## src/rtl/core/psw_pkg.sv

```systemverilog
// Shared types, codes and widths of the periodic slot wheel table.
package psw_pkg;

    // Default sizes of the wheel.
    localparam int unsigned WHEEL_SLOTS_DEF    = 2560;
    localparam int unsigned BUCKET_ENTRIES_DEF = 16;

    // At most this many entries are listed for one read.
    localparam int unsigned MAX_LIST = 16;

    // Field widths.
    localparam int unsigned UID_W    = 16;
    localparam int unsigned RID_W    = 6;
    localparam int unsigned KEY_W    = UID_W + RID_W;
    localparam int unsigned PERIOD_W = 12;
    localparam int unsigned OFFSET_W = 12;
    localparam int unsigned SLOT_W   = 20;
    localparam int unsigned BKT_W    = OFFSET_W + 1;

    typedef enum logic [1:0] {
        ACT_ADD    = 2'd0,
        ACT_REMOVE = 2'd1,
        ACT_READ   = 2'd2,
        ACT_CLEAR  = 2'd3
    } action_t;

    typedef enum logic [1:0] {
        KIND_ACK   = 2'd0,
        KIND_ENTRY = 2'd1,
        KIND_EMPTY = 2'd2
    } kind_t;

    typedef logic [1:0] status_t;
    localparam status_t ST_OK      = 2'd0;
    localparam status_t ST_DUP     = 2'd1;
    localparam status_t ST_MISSING = 2'd2;
    localparam status_t ST_FULL    = 2'd3;

    // Commands from the controller to the datapath.
    typedef struct packed {
        logic    load_item;
        logic    mod_step;
        logic    bucket_from_rem;
        logic    cnt_latch;
        logic    sweep_wr;
        logic    idx_clr;
        logic    idx_inc;
        logic    pos_latch;
        logic    ent_rd_last;
        logic    add_wr;
        logic    rm_wr;
        logic    st_set;
        status_t st_code;
        logic    bucket_next;
        logic    out_ack;
        logic    out_entry;
        logic    out_empty;
    } cmd_t;

    // Status from the datapath to the controller.
    typedef struct packed {
        action_t action;
        logic    bucket_out;
        logic    period_zero;
        logic    scan_done;
        logic    match;
        logic    bucket_full;
        logic    sweep_done;
        logic    mod_last;
        logic    list_empty;
        logic    list_last;
        logic    out_busy;
    } sts_t;

endpackage

```

## src/rtl/core/psw_ctrl.sv

```systemverilog
// Controller state machine of the periodic slot wheel table.
module psw_ctrl import psw_pkg::*; (
    input  logic aclk,
    input  logic aresetn,
    input  logic s_valid,
    output logic s_ready,
    input  sts_t sts,
    output cmd_t cmd
);

    typedef enum logic [4:0] {
        S_INIT,
        S_IDLE,
        S_DISPATCH,
        S_B_START,
        S_B_LATCH,
        S_SCAN,
        S_CMP,
        S_RM_WR,
        S_NEXT,
        S_ACK,
        S_WAIT_OUT,
        S_MOD,
        S_R_BUCKET,
        S_R_CNT,
        S_R_LATCH,
        S_R_CHECK,
        S_R_ISSUE,
        S_R_DATA,
        S_R_WAIT,
        S_CLR
    } state_t;

    state_t state_reg, state_next;

    assign s_ready = (state_reg == S_IDLE);

    // Next state and commands.
    always_comb begin
        state_next = state_reg;
        cmd        = '0;
        cmd.st_code = ST_OK;
        unique case (state_reg)
            S_INIT: begin
                cmd.sweep_wr = 1'b1;
                if (sts.sweep_done) begin
                    state_next = S_IDLE;
                end
            end
            S_IDLE: begin
                if (s_valid) begin
                    cmd.load_item = 1'b1;
                    state_next    = S_DISPATCH;
                end
            end
            S_DISPATCH: begin
                unique case (sts.action)
                    ACT_ADD, ACT_REMOVE: state_next = S_B_START;
                    ACT_READ:            state_next = S_MOD;
                    ACT_CLEAR:           state_next = S_CLR;
                endcase
            end
            // The count read address is the current bucket.
            S_B_START: begin
                if (sts.bucket_out) begin
                    state_next = S_ACK;
                end else begin
                    state_next = S_B_LATCH;
                end
            end
            S_B_LATCH: begin
                cmd.cnt_latch = 1'b1;
                cmd.idx_clr   = 1'b1;
                state_next    = S_SCAN;
            end
            // The entry at the scan index is read while in this state.
            S_SCAN: begin
                if (sts.scan_done) begin
                    state_next = S_NEXT;
                    if (sts.action == ACT_ADD) begin
                        if (sts.bucket_full) begin
                            cmd.st_set  = 1'b1;
                            cmd.st_code = ST_FULL;
                        end else begin
                            cmd.add_wr = 1'b1;
                        end
                    end else begin
                        cmd.st_set  = 1'b1;
                        cmd.st_code = ST_MISSING;
                    end
                end else begin
                    state_next = S_CMP;
                end
            end
            S_CMP: begin
                if (sts.match) begin
                    cmd.pos_latch = 1'b1;
                    if (sts.action == ACT_ADD) begin
                        cmd.st_set  = 1'b1;
                        cmd.st_code = ST_DUP;
                        state_next  = S_NEXT;
                    end else begin
                        cmd.ent_rd_last = 1'b1;
                        state_next      = S_RM_WR;
                    end
                end else begin
                    cmd.idx_inc = 1'b1;
                    state_next  = S_SCAN;
                end
            end
            S_RM_WR: begin
                cmd.rm_wr  = 1'b1;
                state_next = S_NEXT;
            end
            S_NEXT: begin
                if (sts.period_zero) begin
                    state_next = S_ACK;
                end else begin
                    cmd.bucket_next = 1'b1;
                    state_next      = S_B_START;
                end
            end
            S_ACK: begin
                cmd.out_ack = 1'b1;
                state_next  = S_WAIT_OUT;
            end
            S_WAIT_OUT: begin
                if (!sts.out_busy) begin
                    state_next = S_IDLE;
                end
            end
            // Slot reduction modulo the wheel size: reciprocal multiply, then subtract.
            S_MOD: begin
                cmd.mod_step = 1'b1;
                if (sts.mod_last) begin
                    state_next = S_R_BUCKET;
                end
            end
            S_R_BUCKET: begin
                cmd.bucket_from_rem = 1'b1;
                state_next          = S_R_CNT;
            end
            S_R_CNT: begin
                state_next = S_R_LATCH;
            end
            S_R_LATCH: begin
                cmd.cnt_latch = 1'b1;
                cmd.idx_clr   = 1'b1;
                state_next    = S_R_CHECK;
            end
            S_R_CHECK: begin
                if (sts.list_empty) begin
                    cmd.out_empty = 1'b1;
                    state_next    = S_WAIT_OUT;
                end else begin
                    state_next = S_R_ISSUE;
                end
            end
            S_R_ISSUE: begin
                state_next = S_R_DATA;
            end
            S_R_DATA: begin
                cmd.out_entry = 1'b1;
                state_next    = S_R_WAIT;
            end
            S_R_WAIT: begin
                if (!sts.out_busy) begin
                    if (sts.list_last) begin
                        state_next = S_IDLE;
                    end else begin
                        cmd.idx_inc = 1'b1;
                        state_next  = S_R_ISSUE;
                    end
                end
            end
            S_CLR: begin
                cmd.sweep_wr = 1'b1;
                if (sts.sweep_done) begin
                    state_next = S_ACK;
                end
            end
            default: begin
                state_next = S_IDLE;
            end
        endcase
    end

    // State register.
    always_ff @(posedge aclk) begin
        if (!aresetn) begin
            state_reg <= S_INIT;
        end else begin
            state_reg <= state_next;
        end
    end

endmodule

```

## config.mk

```make
export PLATFORM = sky130hd
export DESIGN_NAME = psw_ctrl
export DESIGN_NICKNAME = d
export VERILOG_FILES = /design/src/rtl/core/psw_pkg.sv /design/src/rtl/core/psw_ctrl.sv
export SDC_FILE = /design/constraint.sdc
export NUM_CORES = 1
export LEC_CHECK = 0
export ABC_AREA = 1
export BUFFER_PORTS_ARGS = -buffer_cell sky130_fd_sc_hd__clkbuf_2
export CAP_MARGIN = 20
export CORE_MARGIN = 1
export CORE_UTILIZATION = 35
export CTS_CLUSTER_SIZE = 20
export DETAILED_ROUTE_END_ITERATION = 12
export PLACE_DENSITY = 0.68
export SLEW_MARGIN = 0
export SYNTH_ARGS = -nofsm -noshare
export SYNTH_HDL_FRONTEND = slang
export SYNTH_SLANG_ARGS = --single-unit
export TNS_END_PERCENT = 5
```

## constraint.sdc

```tcl
create_clock -name aclk -period 1.5 [get_ports aclk]
set_input_delay 0.15 -clock aclk [delete_from_list [all_inputs] [get_ports aclk]]
set_output_delay 0.15 -clock aclk [all_outputs]
set_load 0.01 [all_outputs]
```

After elaboration in Yosys (flattened, before gate mapping):

Cells that the tools add are included.

* muxes and demuxes: 45
* reductions and logical operators: 6
* equality and inequality tests: 28

Operators by type and width (count)
* 5-bit one-hot mux with 20 select lines: 1
* 5-bit two-way mux: 9
* 5-bit by 4-bit == test with 1-bit output, second input constant: 8
* 1-bit two-way mux: 21
* 5-bit by 3-bit == test with 1-bit output, second input constant: 4
* 5-bit == test, second input constant: 4
* 4-bit two-way mux: 4
* 3-bit two-way mux: 5
* 5-bit one-hot mux with 3 select lines: 1
* 2-bit inequality test, second input constant: 6
* 5-bit by 2-bit == test with 1-bit output, second input constant: 2
* 3-bit one-hot mux with 2 select lines: 1
* 6-bit AND reduction: 1
* 2-bit OR reduction: 3
* 5-bit by 1-bit == test with 1-bit output, second input constant: 1
* 5-bit logical NOT: 1
* 2-bit == test, second input constant: 2
* 2-bit two-way mux: 2
* 2-bit by 1-bit == test with 1-bit output, second input constant: 1
* 2-bit logical NOT: 1
* 1-bit one-hot mux with 2 select lines: 1

* input port bits: 15
* logic and storage cells: 80
* output and inout port bits: 19
* flip-flop bits (word level): 5

Logic depth before layout (Yosys ltp):

Gate-level depths: netlist of run 1.

* depth after elaboration: 4
* depth in mapped cells: 11
* mapped depth without buffers: 11

Least setup slack after synthesis of run 1:

Ideal clock, no wire load.

* path kind: register to output
* from: register state_reg[4]
* to: output cmd[4] in the netlist's numbering
* stages on the path, launching flop included: 6
* arrival: 1201 ps
* required time: 1350 ps
* path slack: 149 ps
* cells stage by stage: dfxtp_1 > inv_4 > nand3_1 > nor2_1 > nand2_2 > o21ai_0

RTL lines
* start, declared: line psw_ctrl.sv:34 `state_t state_reg, state_next;`
* start signal, assigned: line psw_ctrl.sv:193 `state_reg <= state_next;`
* end, declared: line psw_ctrl.sv:8 `output cmd_t cmd`

==> results of run 1 <==
cell usage in the layout (no fill, tap or decap), types with 4 or more instances in the layout:
cell type / count
nand2_1: 28
clkbuf_2: 27
buf_4: 26
nor2_1: 22
inv_1: 18
nand2_2: 10
nor2_4: 7
nand3_1: 7
inv_4: 6
nand4_1: 6
buf_2: 6
nor2_2: 5
o21ai_0: 5
dfxtp_4: 5
nand2_4: 4
inv_2: 4
a21oi_1: 4
critical path: cells and delay by family, from the launching register on:
family / cells / cell delay (ns)
AOI/OAI and AO/OA: 1 / 0.08
buffers and inverters: 3 / 0.39
DFF: 1 / 0.38
and+or+nand+nor: 3 / 0.26
logic make-up after synthesis:
| kind of cell | count (synthesis) | synth area share, % |
|---|---|---|
| flops | 5 | 12.2 |
| buf+inv | 29 | 14.5 |
| simple gates | 100 | 61.6 |
| compound gates | 17 | 11.7 |
metal layers:
metal | vias up | routed length [um] | global-route usage [%]
li1 | 615 | - | -
met1 | 579 | 1340 | 30.7
met2 | 79 | 1660 | 40.9
met3 | 15 | 315 | 2.73
met4 | 0 | 97 | 12.0
met5 | - | 0 | 0
power breakdown:
group          internal, mW  leakage (nW)  switching (mW)  total, mW
registers             0.183        0.0444          0.0843      0.268
clock network         0.102        0.0150          0.0782      0.180
logic                 0.458         0.732           0.694       1.15
total                 0.743         0.791           0.857       1.60
synth_stat cells (2+ instances only):
master and number:
nand2_1 34, nor2_1 28, inv_1 19, nand3_1 8
o21ai_0 7, inv_2 6, nand4_1 6, a21oi_1 5
dfxtp_1 5, nand2_2 5, nand2_4 3, nand3_2 3
nand3b_1 3, nor2_2 3, nor2_4 3, nor3_1 3
inv_4 2
area by class of cell:
| cell class | instances | share of cell area [%] |
|---|---|---|
| Timing Repair Buffer | 60 | 27.5 |
| Clock buffer | 4 | 1.90 |
| Sequential cell | 5 | 8.60 |
| Multi-Input combinational cell | 117 | 50.8 |
| Inverter | 28 | 8.69 |
| Tap cell | 28 | 2.53 |
worst max-delay path by stage:
stage                             from           end  depth (start not counted)
after detailed placement  state_reg[1]  state_reg[1]                          8
after global placement    state_reg[2]  state_reg[0]                         10
after CTS                 state_reg[2]       cmd[11]                          6
after floorplan           state_reg[4]        cmd[4]                          5
final                     state_reg[4]        cmd[4]                          7
after global routing      state_reg[4]        cmd[4]                          7
metrics by stage:
| step | hold WS [ns] | TNS [ns] | cells |
|---|---|---|---|
| 4_1_cts | 0.137 | -0.0847 | 235 |
| 6_report | 0.119 | -0.187 | 242 |
| 2_1_floorplan | 0.295 | 0 | 151 |
| 5_1_grt | 0.140 | -0.689 | 242 |
| 3_5_place_dp | 0.414 | -0.167 | 227 |
| 3_3_place_gp | 0.423 | -0.104 | 227 |
repair_timing:
item | in CTS | in global routing
setup buffers | 4 | 7
pin swaps | 2 | 10
setup endpoints to repair | 19 | 18
gates resized for setup | 18 | 30
gates cloned | 0 | 0
==> results.json, run 1 <==
{
  "cp_cell_sequence": "inv_4, nand3_4, buf_4, nor2_4, nand2_2, o21ai_1, buf_2",
  "fin_ws_ns": -0.0409,
  "n_antenna_cell": 0,
  "dpl_worst_slack_ns": -0.0762,
  "rsz0062_at_grt": "yes",
  "fin_skew_ns": 0.0130,
  "cts.reportedPaths.clkPinSlew_ns": 0.05,
  "design_area_um2": 1380,
  "reg2reg_depth": 11,
  "cts_tree": "yes",
  "die-area_um2": 2540,
  "fp.dieH_um": 50.4,
  "status": "complete, but fails checks",
  "dpl-instance-area_um2": 1150,
  "start_util_pct": 37.1,
  "critPathSlowestCell": "dfxtp_4",
  "reg2reg_to": "state_reg[0]",
  "viasPerCell": 5.32,
  "drtIter0Drc": 74,
  "vdd_ir_drop_max_v": 0.000637,
  "drc_errors": 0,
  "async_flop_share_pct": 0,
  "register_area_um2": 119,
  "violations": "negative setup slack",
  "ios": 34,
  "synth-seq-cells": 5,
  "cts_buffers": 3,
  "htree_num_levels": 1,
  "syn_area_um2": 821,
  "ys.flop_type": "dfxtp_1",
  "r2r_start": "state_reg[4]",
  "fmax_ghz": 0.649,
  "synth_edf_count": 0,
  "cp_max_fo": 6,
  "synth_warnings": 0,
  "ant_nets": 0,
  "syn_to_final_growth_pct": 68.4,
  "pwr_density_cell_nw_per_um2": 1160,
  "cp.arrival_ns": 1.39,
  "drive_above_1_share_pct": 53.3,
  "fin_crit_sh_pct": 103,
  "ys_seq_area_share_pct": 12.2,
  "num_rows": 17,
  "synth_area_leaders": "nand2_1 (16%), nor2_1 (13%), dfxtp_1 (12%), inv_1 (8.7%), nand3_1 (4.9%)",
  "avgSynthCellArea_um2": 5.44,
  "first_global_vias": 1063,
  "tightest_slew_ns": 0.234,
  "drt_wl_total_mm": 3.41,
  "yosysUniqueCellTypes": 25,
  "grt_max_degree": 7,
  "grt_overflow_total": 0,
  "cts_hold_buf": 0,
  "required_ns": 1.35,
  "grt_pass1_wl_mm": 4.69,
  "wl_per_cell_um": 14.1,
  "largest_reg_flops": 5,
  "netlist.area_leader.share_pct": 15.5,
  "crit_path_end_kind": "output pin",
  "min-delay-start": "aresetn",
  "hold_depth": 3,
  "min_to": "state_reg[0]",
  "insertion_delay_ns": 0.27,
  "synth_fp_nets": 166,
  "finalPower_mw": 1.60,
  "path_class": "flip-flop to output pin",
  "port_buffers": 33,
  "regToRegSetupSlack_ns": 0.08,
  "firstDrtPassIters": 5,
  "yosys.area.top_type": "nand2_1",
  "final_core_util_pct": 62.5,
  "min_path_type": "input pin to flip-flop",
  "fillers": 188,
  "cts_root_buffer": "clkbuf_4",
  "multi_input_area_um2": 702,
  "clk_path_buf_depth": 2,
  "hpwl_mm": 2.28,
  "via_count": 1288,
  "grtUsageTotal_pct": 24.5,
  "leakage_nw": 0.791,
  "die_w_um": 50.4,
  "slew_headroom_pct": 84.4,
  "timing.final.crit_period_ns": 1.54,
  "final_nets": 230,
  "slew_violations": 0,
  "final-setup-viol-count": 9,
  "core_area_um2": 2210,
  "cp_slowest_stage_delay_ns": 0.38,
  "drv_cap": 0,
  "antenna_found_initial": 0,
  "netlist_instances": 151,
  "cp-start-kind": "flip-flop",
  "cts_sinks": 5,
  "hold_viol_final": 0,
  "place.gp.congestion": 0.962
}
No activity file was read; power rests on OpenSTA's default activity.
==> inputs of run 2 (changes only) <==
- clock period: 1.5 -> 1.7 ns (I/O delays scaled with it)
==> run 2 against run 1 <==
Net effect:
- the flow now finishes without violations
- clock skew decreased by 0.012 ns
- utilization decreased by 13 points
- global-route usage decreased by 3.8 points
- sequential share of layout area increased by 1.4 points
- non-clock buffer count decreased by 25
- routed wire length decreased by 24%
- highest routed layer unchanged
==> results.json, run 2 (synthesized netlist as in run 1, its figures left out) <==
{
  "status": "complete, no violations",
  "final_nets": 205,
  "fin_ws_ns": 0.0856,
  "fillers": 253,
  "cp_max_fo": 5,
  "ios": 34,
  "critPathSlowestCell": "dfxtp_4",
  "dpl-instance-area_um2": 1010,
  "wl_per_cell_um": 11.9,
  "first_global_vias": 1012,
  "cts_buffers": 3,
  "core_area_um2": 2210,
  "timing.final.crit_period_ns": 1.61,
  "drt_wl_total_mm": 2.58,
  "syn_to_final_growth_pct": 32.3,
  "crit_buf_inv": 3,
  "drc_errors": 0,
  "cts_hold_buf": 0,
  "drtIter0Drc": 53,
  "drive_above_1_share_pct": 39.2,
  "multi_input_area_um2": 624,
  "cp_cell_sequence": "inv_2, nor2_4, inv_4, nor2_1, nand2_1, o22ai_1, buf_2",
  "required_ns": 1.53,
  "drv_cap": 0,
  "path_class": "flip-flop to output pin",
  "fmax_ghz": 0.619,
  "num_rows": 17,
  "via_count": 1102,
  "grt_overflow_total": 0,
  "grt_max_degree": 10,
  "leakage_nw": 0.645,
  "min_path_type": "input pin to flip-flop",
  "fp.dieH_um": 50.4,
  "crit_path_end_kind": "output pin",
  "port_buffers": 33,
  "dpl_worst_slack_ns": 0.0695,
  "final_cell_mix": "nand2_1 (34), clkbuf_2 (32), nor2_1 (26), inv_1 (19), nand3_1 (7)",
  "cts_sinks": 5,
  "tightest_slew_ns": 0.332,
  "ant_nets": 0,
  "start_util_pct": 37.1,
  "slew_violations": 0,
  "grt_pass1_wl_mm": 4.12,
  "slew_headroom_pct": 77.8,
  "design_area_um2": 1090,
  "fin_skew_ns": 0.00105,
  "vdd_ir_drop_max_v": 0.000737,
  "register_area_um2": 109,
  "cts.reportedPaths.clkPinSlew_ns": 0.04,
  "cts_root_buffer": "clkbuf_4",
  "n_antenna_cell": 0,
  "largest_reg_flops": 5,
  "dp.cells": 211,
  "fin_crit_sh_pct": 95.0,
  "die-area_um2": 2540,
  "die_w_um": 50.4,
  "hold_viol_final": 0,
  "place.gp.congestion": 0.931,
  "cts_tree": "yes",
  "cp.arrival_ns": 1.44,
  "viasPerCell": 5.08,
  "hpwl_mm": 2.07,
  "fin_cells": 217,
  "clk_path_buf_depth": 2,
  "layout_commonest_cell": "nand2_1",
  "htree_num_levels": 1,
  "whs_ns": 0.177,
  "cp-start-kind": "flip-flop",
  "grtUsageTotal_pct": 20.7,
  "cp_slowest_stage_delay_ns": 0.39,
  "firstDrtPassIters": 5,
  "antenna_found_initial": 0,
  "pwr_density_cell_nw_per_um2": 1020,
  "insertion_delay_ns": 0.24,
  "cp_top_family": "simple AND/OR/NAND/NOR gates",
  "final-setup-viol-count": 0
}
[run 2: changes by cell type in the layout (fill, tap and decap cells not counted), sizes merged]
| cell | before | now |
|---|---|---|
| buf | 33 | 3 |
| clkbuf | 31 | 36 |
| clkinv | 0 | 1 |
| inv | 28 | 27 |
[run 2: timing repair]
item,in CTS,in global routing
buffers inserted,0,2
setup endpoints to repair,5,8
pin swaps,0,1
resized for setup,5,8
[run 2: final cells by class]
class                   instances  share of cell area (%)
clock buffers                   4                    2.42
inverters                      28                    10.3
multi-input cells             117                    57.5
flip-flops and latches          5                    10.0
well taps                      28                    3.23
repair buffers                 35                    16.6
[run 2: routing by layer]
metal  track usage [%]  wire [um]  vias up
li1                  -          -      561
met1              26.3       1090      475
met2              36.2       1240       60
met3              2.42        215        6
met4              6.02         24        0
met5                 0          0        -
[run 2: power by group]
group | total (mW) | leakage (nW) | internal, mW | switching (mW)
combinational | 0.728 | 0.587 | 0.260 | 0.468
clock | 0.134 | 0.0150 | 0.0885 | 0.0456
sequential | 0.245 | 0.0432 | 0.159 | 0.0860
total | 1.11 | 0.645 | 0.507 | 0.600
[run 2: worst paths after layout]
kind / start / end / slack [ns] / cells after the start
setup reg to reg: state_reg[4] / state_reg[0] / 0.20 / 11
hold reg to reg: state_reg[1] / state_reg[1] / 0.53 / 2
hold / removal: aresetn / state_reg[0] / 0.18 / 3
setup / recovery: state_reg[1] / cmd[11] / 0.09 / 7
[run 2: tightest hold or removal path, delay by kind of cell]
kind | cells | cell delay [ns]
AOI/OAI and AO/OA | 1 | 0.07
buffers and inverters | 1 | 0.09
and+or+nand+nor | 1 | 0.05
[run 2: per-stage QoR]
stage                     power [mW]  setup TNS [ns]  utilization, %
after detailed placement       0.905               0            45.8
final                           1.11               0            49.1
after floorplan                0.726               0               -
after global placement         0.910               0            45.8
after global routing            1.20        -0.00553            49.1
after CTS                       1.05               0            47.5
